## config.mk

```make
export PLATFORM = sky130hd
export DESIGN_NAME = banked_level_meter_peak_hold_top_flat
export DESIGN_NICKNAME = d
export VERILOG_FILES = /design/src/sv/blmph_pkg.sv /design/src/sv/blmph_if.sv /design/src/sv/banked_level_meter_peak_hold_top.sv /design/src/flat_wrapper.sv
export SDC_FILE = /design/constraint.sdc
export NUM_CORES = 2
export LEC_CHECK = 0
export ABC_AREA = 1
export BUFFER_PORTS_ARGS = -buffer_cell sky130_fd_sc_hd__buf_2
export CAP_MARGIN = 20
export CORE_AREA = 2 2 603 605
export DETAILED_ROUTE_END_ITERATION = 8
export DIE_AREA = 0 0 605 607
export HOLD_SLACK_MARGIN = 0.05
export SETUP_SLACK_MARGIN = 0.15
export SLEW_MARGIN = 20
export SYNTH_ARGS = -nofsm -noshare
export SYNTH_HDL_FRONTEND = slang
export SYNTH_SLANG_ARGS = --single-unit
export TNS_END_PERCENT = 5
```

## constraint.sdc

```tcl
create_clock -name clk -period 12.04 [get_ports clk]
set_input_delay 1.806 -clock clk [delete_from_list [all_inputs] [get_ports clk]]
set_output_delay 1.806 -clock clk [all_outputs]
set_load 0.01 [all_outputs]
```

## src/sv/blmph_pkg.sv

```systemverilog
`timescale 1ns / 1ps
// ----------------------------------------------------------------------------
// blmph_pkg
// Shared widths, register indexes, op codes and reset values of the banked
// level meter with peak hold.
// ----------------------------------------------------------------------------
package blmph_pkg;

  localparam int MAX_BINS_DEF = 64;

  localparam int BIN_W   = 6;
  localparam int LVL_W   = 16;
  localparam int HOLD_W  = 11;
  localparam int EL_W    = 10;
  localparam int BCNT_W  = 7;
  localparam int DEC_W   = LVL_W + EL_W;

  localparam int CFG_IDX_W  = 2;
  localparam int CFG_DATA_W = 16;

  localparam logic [CFG_IDX_W-1:0] CFG_SMOOTHING  = 2'd0;
  localparam logic [CFG_IDX_W-1:0] CFG_DECAY_RATE = 2'd1;
  localparam logic [CFG_IDX_W-1:0] CFG_HOLD_TIME  = 2'd2;
  localparam logic [CFG_IDX_W-1:0] CFG_BIN_COUNT  = 2'd3;

  localparam logic OP_SAMPLE = 1'b0;
  localparam logic OP_TICK   = 1'b1;

  localparam logic [LVL_W-1:0]  SMOOTHING_RST  = 16'd0;
  localparam logic [LVL_W-1:0]  DECAY_RATE_RST = 16'd0;
  localparam logic [HOLD_W-1:0] HOLD_TIME_RST  = 11'd1200;
  localparam logic [BCNT_W-1:0] BIN_COUNT_RST  = 7'd32;

endpackage

```

## src/sv/blmph_if.sv

```systemverilog
`timescale 1ns / 1ps
// ----------------------------------------------------------------------------
// blmph_in_if / blmph_out_if
// Valid/ready channels of the level meter: input items and result items.
// ----------------------------------------------------------------------------
interface blmph_in_if;
  logic                          valid;
  logic                          ready;
  logic                          op;
  logic [blmph_pkg::BIN_W-1:0]   bin;
  logic [blmph_pkg::LVL_W-1:0]   magnitude;
  logic [blmph_pkg::EL_W-1:0]    elapsed;

  modport source (output valid, op, bin, magnitude, elapsed, input ready);
  modport sink   (input valid, op, bin, magnitude, elapsed, output ready);
endinterface

interface blmph_out_if;
  logic                          valid;
  logic                          ready;
  logic [blmph_pkg::BIN_W-1:0]   out_bin;
  logic [blmph_pkg::LVL_W-1:0]   level;
  logic [blmph_pkg::LVL_W-1:0]   peak_level;
  logic                          holding;
  logic                          changed;
  logic                          ignored;
  logic                          last;

  modport source (output valid, out_bin, level, peak_level, holding, changed, ignored, last,
                  input ready);
  modport sink   (input valid, out_bin, level, peak_level, holding, changed, ignored, last,
                  output ready);
endinterface

```

## src/sv/banked_level_meter_peak_hold_top.sv

```systemverilog
`timescale 1ns / 1ps
// ----------------------------------------------------------------------------
// banked_level_meter_peak_hold_top
// Per-bin smoothed level, held peak and hold timer, updated by magnitude
// samples and walked by time ticks.
// ----------------------------------------------------------------------------
// Timing: one item at a time. A sample for an active bin passes, from its
// transfer to the earliest next input transfer, through memory read, two passes
// through the one 17x16 multiplier and result; a sample for an inactive bin
// goes straight to the result. A tick for N active bins takes one multiplier pass
// for the decay amount, then read, update and result per bin through the
// single port of the bin memories. Stalls on the result side lengthen each of
// these sequences. The stores read as zero after reset; no clearing pass is needed.
// ----------------------------------------------------------------------------
module banked_level_meter_peak_hold_top #(
  parameter int MAX_BINS = blmph_pkg::MAX_BINS_DEF
) (
  input  logic                              clk,
  input  logic                              rst_n,
  input  logic                              cfg_we,
  input  logic [blmph_pkg::CFG_IDX_W-1:0]   cfg_idx,
  input  logic [blmph_pkg::CFG_DATA_W-1:0]  cfg_wdata,
  blmph_in_if.sink                          in_item,
  blmph_out_if.source                       out_res
);
  import blmph_pkg::*;

  localparam int AW = (MAX_BINS > 1) ? $clog2(MAX_BINS) : 1;
  localparam logic [BCNT_W-1:0] MAX_CNT = BCNT_W'(MAX_BINS);
  localparam int MUL_W = LVL_W + 1;
  localparam int PROD_W = MUL_W + LVL_W;

  typedef enum logic [6:0] {
    S_IDLE = 7'b0000001,
    S_DEC  = 7'b0000010,
    S_RD   = 7'b0000100,
    S_MUL1 = 7'b0001000,
    S_MUL2 = 7'b0010000,
    S_TICK = 7'b0100000,
    S_OUT  = 7'b1000000
  } state_t;

  state_t st_r, st_nxt;

  // configuration
  logic [LVL_W-1:0]  smoothing_r;
  logic [LVL_W-1:0]  rate_r;
  logic [HOLD_W-1:0] hold_time_r;
  logic [BCNT_W-1:0] bin_count_r;

  always_ff @(posedge clk) begin
    if (!rst_n) begin
      smoothing_r <= SMOOTHING_RST;
      rate_r      <= DECAY_RATE_RST;
      hold_time_r <= HOLD_TIME_RST;
      bin_count_r <= BIN_COUNT_RST;
    end else if (cfg_we) begin
      case (cfg_idx)
        CFG_SMOOTHING:  smoothing_r <= cfg_wdata;
        CFG_DECAY_RATE: rate_r      <= cfg_wdata;
        CFG_HOLD_TIME:  hold_time_r <= cfg_wdata[HOLD_W-1:0];
        CFG_BIN_COUNT:  bin_count_r <= cfg_wdata[BCNT_W-1:0];
        default: ;
      endcase
    end
  end

  logic [BCNT_W-1:0] n_act;
  always_comb begin
    if (bin_count_r == '0) begin
      n_act = BCNT_W'(1);
    end else if (bin_count_r > MAX_CNT) begin
      n_act = MAX_CNT;
    end else begin
      n_act = bin_count_r;
    end
  end

  // item and working registers
  logic              op_r;
  logic [LVL_W-1:0]  mag_r;
  logic [EL_W-1:0]   el_r;
  logic [AW-1:0]     idx_r;
  logic [DEC_W-1:0]  dec_r;
  logic [PROD_W-1:0] acc_r;

  // bin memories, valid bit per entry stands in for the reset clear
  logic [LVL_W-1:0]  lvl_mem  [MAX_BINS];
  logic [LVL_W-1:0]  peak_mem [MAX_BINS];
  logic [HOLD_W-1:0] hold_mem [MAX_BINS];
  logic [MAX_BINS-1:0] vld_r;
  logic [LVL_W-1:0]  rd_lvl_r, rd_pk_r;
  logic [HOLD_W-1:0] rd_hd_r;
  logic              rd_vld_r;

  logic [LVL_W-1:0]  lvl_old, pk_old;
  logic [HOLD_W-1:0] hd_old;
  assign lvl_old = rd_vld_r ? rd_lvl_r : '0;
  assign pk_old  = rd_vld_r ? rd_pk_r  : '0;
  assign hd_old  = rd_vld_r ? rd_hd_r  : '0;

  // shared multiplier
  logic [MUL_W-1:0]  mul_a;
  logic [LVL_W-1:0]  mul_b;
  logic [PROD_W-1:0] mul_p;

  always_comb begin
    case (st_r)
      S_MUL1: begin
        mul_a = {1'b0, lvl_old};
        mul_b = smoothing_r;
      end
      S_MUL2: begin
        mul_a = {1'b1, {LVL_W{1'b0}}} - {1'b0, smoothing_r};
        mul_b = mag_r;
      end
      default: begin
        mul_a = MUL_W'(el_r);
        mul_b = rate_r;
      end
    endcase
  end
  assign mul_p = PROD_W'(mul_a) * PROD_W'(mul_b);

  // sample update
  logic [PROD_W-1:0] s_sum;
  logic [LVL_W-1:0]  s_lvl, s_pk;
  logic [HOLD_W-1:0] s_hd;
  logic              s_cap, s_chg;
  assign s_sum = acc_r + mul_p;
  assign s_lvl = s_sum[2*LVL_W-1:LVL_W];
  assign s_cap = (s_lvl >= pk_old);
  assign s_pk  = s_cap ? s_lvl : pk_old;
  assign s_hd  = s_cap ? hold_time_r : hd_old;
  assign s_chg = (s_lvl != lvl_old) || (s_pk != pk_old) || (s_hd != hd_old);

  // tick update
  logic [HOLD_W-1:0] el_ext, t_hd;
  logic [LVL_W-1:0]  t_pk;
  logic              t_chg, t_last;
  assign el_ext = HOLD_W'(el_r);
  assign t_hd   = (hd_old > el_ext) ? hd_old - el_ext : '0;
  always_comb begin
    if (t_hd != '0) begin
      t_pk = pk_old;
    end else if (DEC_W'(pk_old) > dec_r) begin
      t_pk = pk_old - dec_r[LVL_W-1:0];
    end else begin
      t_pk = '0;
    end
  end
  assign t_chg  = (t_hd != hd_old) || (t_pk != pk_old);
  assign t_last = ((BCNT_W'(idx_r) + BCNT_W'(1)) == n_act);

  logic wr_en;
  assign wr_en = (st_r == S_MUL2) || (st_r == S_TICK);

  always_ff @(posedge clk) begin
    if (st_r == S_RD) begin
      rd_lvl_r <= lvl_mem[idx_r];
      rd_pk_r  <= peak_mem[idx_r];
      rd_hd_r  <= hold_mem[idx_r];
    end
    if (wr_en) begin
      lvl_mem[idx_r]  <= (st_r == S_MUL2) ? s_lvl : lvl_old;
      peak_mem[idx_r] <= (st_r == S_MUL2) ? s_pk : t_pk;
      hold_mem[idx_r] <= (st_r == S_MUL2) ? s_hd : t_hd;
    end
  end

  always_ff @(posedge clk) begin
    if (!rst_n) begin
      vld_r <= '0;
    end else if (wr_en) begin
      vld_r[idx_r] <= 1'b1;
    end
  end

  // result register
  logic [BIN_W-1:0]  o_bin_r;
  logic [LVL_W-1:0]  o_lvl_r, o_pk_r;
  logic              o_hold_r, o_chg_r, o_ign_r, o_last_r;

  logic in_xfer, out_xfer, bin_ok;
  assign in_item.ready = (st_r == S_IDLE);
  assign in_xfer  = in_item.valid && in_item.ready;
  assign out_xfer = out_res.valid && out_res.ready;
  assign bin_ok   = (BCNT_W'(in_item.bin) < n_act);

  always_comb begin
    st_nxt = st_r;
    case (st_r)
      S_IDLE: begin
        if (in_xfer) begin
          if (in_item.op == OP_TICK) begin
            st_nxt = S_DEC;
          end else if (bin_ok) begin
            st_nxt = S_RD;
          end else begin
            st_nxt = S_OUT;
          end
        end
      end
      S_DEC:  st_nxt = S_RD;
      S_RD:   st_nxt = (op_r == OP_TICK) ? S_TICK : S_MUL1;
      S_MUL1: st_nxt = S_MUL2;
      S_MUL2: st_nxt = S_OUT;
      S_TICK: st_nxt = S_OUT;
      S_OUT: begin
        if (out_xfer) begin
          st_nxt = (op_r == OP_TICK && !o_last_r) ? S_RD : S_IDLE;
        end
      end
      default: st_nxt = S_IDLE;
    endcase
  end

  always_ff @(posedge clk) begin
    if (!rst_n) begin
      st_r <= S_IDLE;
    end else begin
      st_r <= st_nxt;
    end
  end

  always_ff @(posedge clk) begin
    rd_vld_r <= vld_r[idx_r];
    case (st_r)
      S_IDLE: begin
        op_r  <= in_item.op;
        mag_r <= in_item.magnitude;
        el_r  <= in_item.elapsed;
        idx_r <= (in_item.op == OP_TICK) ? '0 : in_item.bin[AW-1:0];
        // inactive bin: answer at once, state untouched
        o_bin_r  <= in_item.bin;
        o_lvl_r  <= '0;
        o_pk_r   <= '0;
        o_hold_r <= 1'b0;
        o_chg_r  <= 1'b0;
        o_ign_r  <= 1'b1;
        o_last_r <= 1'b1;
      end
      S_DEC:  dec_r <= mul_p[DEC_W-1:0];
      S_MUL1: acc_r <= mul_p + PROD_W'(32'h8000);
      S_MUL2: begin
        o_bin_r  <= BIN_W'(idx_r);
        o_lvl_r  <= s_lvl;
        o_pk_r   <= s_pk;
        o_hold_r <= (s_hd != '0);
        o_chg_r  <= s_chg;
        o_ign_r  <= 1'b0;
        o_last_r <= 1'b1;
      end
      S_TICK: begin
        o_bin_r  <= BIN_W'(idx_r);
        o_lvl_r  <= lvl_old;
        o_pk_r   <= t_pk;
        o_hold_r <= (t_hd != '0);
        o_chg_r  <= t_chg;
        o_ign_r  <= 1'b0;
        o_last_r <= t_last;
      end
      S_OUT: begin
        if (out_xfer && op_r == OP_TICK && !o_last_r) begin
          idx_r <= idx_r + AW'(1);
        end
      end
      default: ;
    endcase
  end

  assign out_res.valid      = (st_r == S_OUT);
  assign out_res.out_bin    = o_bin_r;
  assign out_res.level      = o_lvl_r;
  assign out_res.peak_level = o_pk_r;
  assign out_res.holding    = o_hold_r;
  assign out_res.changed    = o_chg_r;
  assign out_res.ignored    = o_ign_r;
  assign out_res.last       = o_last_r;

endmodule
```

## src/flat_wrapper.sv

```systemverilog
// flat-port wrapper written by rule: the top's interface ports become plain ports
module banked_level_meter_peak_hold_top_flat import blmph_pkg::*;
#(
  parameter int MAX_BINS = blmph_pkg::MAX_BINS_DEF
)
  (clk, rst_n, cfg_we, cfg_idx, cfg_wdata, in_item_valid, in_item_op, in_item_bin, in_item_magnitude, in_item_elapsed, in_item_ready, out_res_valid, out_res_out_bin, out_res_level, out_res_peak_level, out_res_holding, out_res_changed, out_res_ignored, out_res_last, out_res_ready);
  blmph_in_if in_item_i ();
  blmph_out_if out_res_i ();
  input  logic clk;
  input  logic rst_n;
  input  logic cfg_we;
  input  logic [blmph_pkg::CFG_IDX_W-1:0] cfg_idx;
  input  logic [blmph_pkg::CFG_DATA_W-1:0] cfg_wdata;
  input wire logic [$bits(in_item_i.valid)-1:0] in_item_valid;
  input wire logic [$bits(in_item_i.op)-1:0] in_item_op;
  input wire logic [$bits(in_item_i.bin)-1:0] in_item_bin;
  input wire logic [$bits(in_item_i.magnitude)-1:0] in_item_magnitude;
  input wire logic [$bits(in_item_i.elapsed)-1:0] in_item_elapsed;
  output wire logic [$bits(in_item_i.ready)-1:0] in_item_ready;
  output wire logic [$bits(out_res_i.valid)-1:0] out_res_valid;
  output wire logic [$bits(out_res_i.out_bin)-1:0] out_res_out_bin;
  output wire logic [$bits(out_res_i.level)-1:0] out_res_level;
  output wire logic [$bits(out_res_i.peak_level)-1:0] out_res_peak_level;
  output wire logic [$bits(out_res_i.holding)-1:0] out_res_holding;
  output wire logic [$bits(out_res_i.changed)-1:0] out_res_changed;
  output wire logic [$bits(out_res_i.ignored)-1:0] out_res_ignored;
  output wire logic [$bits(out_res_i.last)-1:0] out_res_last;
  input wire logic [$bits(out_res_i.ready)-1:0] out_res_ready;
  assign in_item_i.valid = in_item_valid;
  assign in_item_i.op = in_item_op;
  assign in_item_i.bin = in_item_bin;
  assign in_item_i.magnitude = in_item_magnitude;
  assign in_item_i.elapsed = in_item_elapsed;
  assign in_item_ready = in_item_i.ready;
  assign out_res_valid = out_res_i.valid;
  assign out_res_out_bin = out_res_i.out_bin;
  assign out_res_level = out_res_i.level;
  assign out_res_peak_level = out_res_i.peak_level;
  assign out_res_holding = out_res_i.holding;
  assign out_res_changed = out_res_i.changed;
  assign out_res_ignored = out_res_i.ignored;
  assign out_res_last = out_res_i.last;
  assign out_res_i.ready = out_res_ready;
  banked_level_meter_peak_hold_top #(.MAX_BINS(MAX_BINS)) u_core (.clk(clk), .rst_n(rst_n), .cfg_we(cfg_we), .cfg_idx(cfg_idx), .cfg_wdata(cfg_wdata), .in_item(in_item_i), .out_res(out_res_i));
endmodule
```

==> results by group <==
Run status
  • Outcome: finished, violations left
  • Failing checks: capacitance limit, slew limit

Layout
  • Most frequent cells in the layout: 2928 x edfxtp_1, 1650 x nand2_1, 592 x inv_1
  • Commonest non-fill, non-tap cell in the layout: edfxtp_1
  • Layout Utilization: 0.402
  • Synth-to-Final Area Change: 15.4%
  • Share of post-route cells with drive strength above 1: 0.117
  • NumNets Final: 9758

Power and ir drop
  • Max VDD drop: 139 uV
  • Pleak: between 50 and 60 nW
  • Pwr Density: 189 nW/um^2
  • Total design power: 27.4 mW

Logic synthesis
  • Post-Syn Nets: approximately 9400
  • Async set-reset flop share out of synthesis: 0
  • Post-Syn Instances: between 8000 and 9000
  • Synth unique cells: 75
  • Dominant cells by area after synthesis: edfxtp_1 70%, nand2_1 4.9%, fa_1 3.3%
  • Yosys top cell by area: edfxtp_1
  • Syn_area_per_cell: 14.0 um^2
  • Post-synth EDFFs: between 2000 and 3000
  • YS warnings: 0
  • Seq/Total Area, Yosys: 0.719
  • Yosys reg bits: between 3000 and 4000
  • Main synth FF type: edfxtp_1
  • Post-Syn Area: 126000 um^2
  • Yosys top cell area share: 0.700

Clocking
  • Root Buffer: clkbuf_16
  • Post-CTS Hold Buffers: 0
  • Clock Latency Late Sink: 0.93 ns
  • Clock Path Buffers: 4
  • Clock Pin Slew Worst Setup and Hold Paths: 0.06 ns
  • Clk sink count: 3050
  • CTS tree: yes
  • H-tree levels: 5
  • CTS Buf Count: 320

Route
  • Routed wire length: roughly 440000 um
  • Vias: between 80000 and 90000
  • DRT iter0 DRCs: 12800
  • Wirelength per Cell: 31.0 um
  • Vias per std cell: between 5 and 6
  • Post-route ant nets: 0
  • Pre-antenna DRT Iters: 7
  • # DRC: 0

Min path
  • Hold Path Sink: u_core.vld_r[7]
  • Hold Path Class: flip-flop to flip-flop
  • Worst hold start: u_core.vld_r[7]
  • Hold depth: 2

Setup path
  • CP Max Fanout: 40
  • Crit Path Category: flip-flop to flip-flop
  • CP required: 12.66 ns
  • R2R depth: 59
  • Register-to-register setup slack: 0.78 ns
  • Slowest cell on crit path: fa_1
  • FF-to-FF End: u_core.peak_mem[50][6]
  • CP peak stage delay: 0.55 ns
  • Crit Reg-Reg Startpoint: u_core.smoothing_r[0]
  • Setup crit start kind: flip-flop
  • Crit end category: flip-flop
  • Crit. Startpoint: u_core.smoothing_r[0]
  • Critical Path AT: 11.88 ns
  • Worst path most repeated cell: inv_1

Timing
  • Unrepaired setup endpoints after global routing: no
  • Skew final: 0.0719 ns
  • Final hold vios: 0
  • Fin. max-slew vios: 5
  • Hold WS: 0.471 ns
  • Least-Margin Pin Slew: approximately 2.9 ns
  • Final WS setup: just under 0.8 ns
  • Tcrit/Tclk final: 0.935
  • Setup violators final: 0
  • FMAX: 88.8 MHz
  • Minimum clock period: 11.26 ns
  • Max-slew headroom: -0.936

Floorplanning
  • Die footprint: roughly 370000 um^2
  • Die Y: 607 um
  • Starting Density: 0.348
  • CORE AREA: 361000 um^2
  • Row cnt: about 220
  • IO Count: 100
  • Die X: 605 um

Global route
  • GRT overflow: 0
  • Initial antenna violation count: 21
  • First-pass GRT wire length: 611000 um
  • All-Layer GR Usage: 0.234
  • Pin count of the biggest net entering global routing: 133
  • Vias in the first global route: about 80000

Job
  • Max Cap Viol: 1

Place
  • IO buf count: 99
  • Dpl hpwl: approximately 250000 um
  • Placement Setup Slack: 0.363 ns
  • GPL Wtd Cong: 0.957
## synth_stat cells (4+ instances only)
library cell / number
edfxtp_1: 2928
nand2_1: 1655
inv_1: 593
nor2_1: 470
a22oi_1: 386
a221oi_1: 366
nand4_1: 358
clkbuf_1: 345
a22o_1: 321
o21ai_0: 253
a21oi_1: 209
fa_1: 209
ha_1: 181
nand3_1: 135
dfxtp_1: 122
buf_1: 72
xor2_1: 58
nor3_1: 39
nand2_2: 22
a211oi_1: 18
or2_2: 18
o211ai_1: 17
xnor2_1: 17
nor4_1: 13
clkinv_1: 12
a31oi_1: 11
o21a_1: 11
o21ai_1: 10
inv_2: 9
nor2_2: 8
o21bai_1: 8
a2111o_1: 7
a41oi_1: 7
buf_2: 6
nand3_2: 6
nand3b_1: 6
o31ai_1: 6
buf_4: 5
o22ai_1: 5
a21o_1: 4
buf_6: 4
o221ai_1: 4
## state kept, by name, indices dropped and copies added, names as in the netlist, 26 cells and up
| name | cells |
|---|---|
| u_core.acc_r | 32 |
| u_core.dec_r | 26 |
| u_core.hold_mem | 704 |
| u_core.lvl_mem | 1024 |
| u_core.peak_mem | 1024 |
| u_core.vld_r | 64 |
## per-stage QoR
step | instances | cell area [um^2] | TNS, ns
6_report | 14400 | 145000 | 0
5_1_grt | 14400 | 145000 | 0
2_1_floorplan | 8986 | 126000 | -114.94
4_1_cts | 14300 | 145000 | 0
3_3_place_gp | 13800 | 134000 | 0
3_5_place_dp | 13800 | 135000 | 0
## logic make-up after synthesis
family                   share of synthesized area
AO/OA/AOI/OAI                               0.0977
XOR/XNOR                                   0.00599
adder cells (fa/ha/maj)                     0.0513
buffers and inverters                       0.0318
flip-flops                                   0.719
multiplexers                              0.000159
AND/OR/NAND/NOR                             0.0935
## where the power goes
| part | total [mW] | internal (mW) | switching [mW] |
|---|---|---|---|
| registers | 11.9 | 11.7 | 0.149 |
| logic | 5.92 | 1.82 | 4.10 |
| clock network | 9.66 | 5.54 | 4.12 |
## what timing repair did
action	in CTS	in global routing
resized for setup	0	34
setup endpoints to repair	0	1746
buffers inserted	0	12
## per-layer routing
metal,share of wire,vias up,track usage
met5,0.00053,-,0
met4,0.043,10,0.0899
met3,0.12,956,0.0531
met2,0.45,5532,0.367
met1,0.39,42800,0.317
li1,-,34300,-
## area by class of cell
| type | count | area, um^2 |
|---|---|---|
| Fill cell | 33000 | 216000 |
| Inverter | 616 | 2320 |
| Sequential cell | 3050 | 90400 |
| Tap cell | 4794 | 6000 |
| Multi-Input combinational cell | 4891 | 32500 |
| Timing Repair Buffer | 433 | 3700 |
| Clock buffer | 416 | 8660 |
| Clock inverter | 156 | 1450 |
| Antenna cell | 8 | 20.0 |
## worst max path at each step
| stage | endpoint | slack (ns) |
|---|---|---|
| global route | u_core.hold_mem[45][4] | 0.14 |
| floorplan | u_core.hold_mem[0][6] | -0.90 |
| finish | u_core.peak_mem[50][6] | 0.78 |
| global placement | u_core.peak_mem[42][4] | 0.37 |
| detailed placement | u_core.hold_mem[41][4] | 0.36 |
| CTS | u_core.hold_mem[45][4] | 0.31 |
## worst max-delay path, delay by kind of cell, from the launching register on
kind,cells,cell delay (ns)
adder cells (fa/ha/maj),9,4.06
flip-flops,1,0.35
buffers and inverters,16,1.88
AO/OA/AOI/OAI,9,1.46
XOR/XNOR,1,0.18
AND/OR/NAND/NOR,24,3.06
Note: power is estimated with default switching activity, not from simulation.
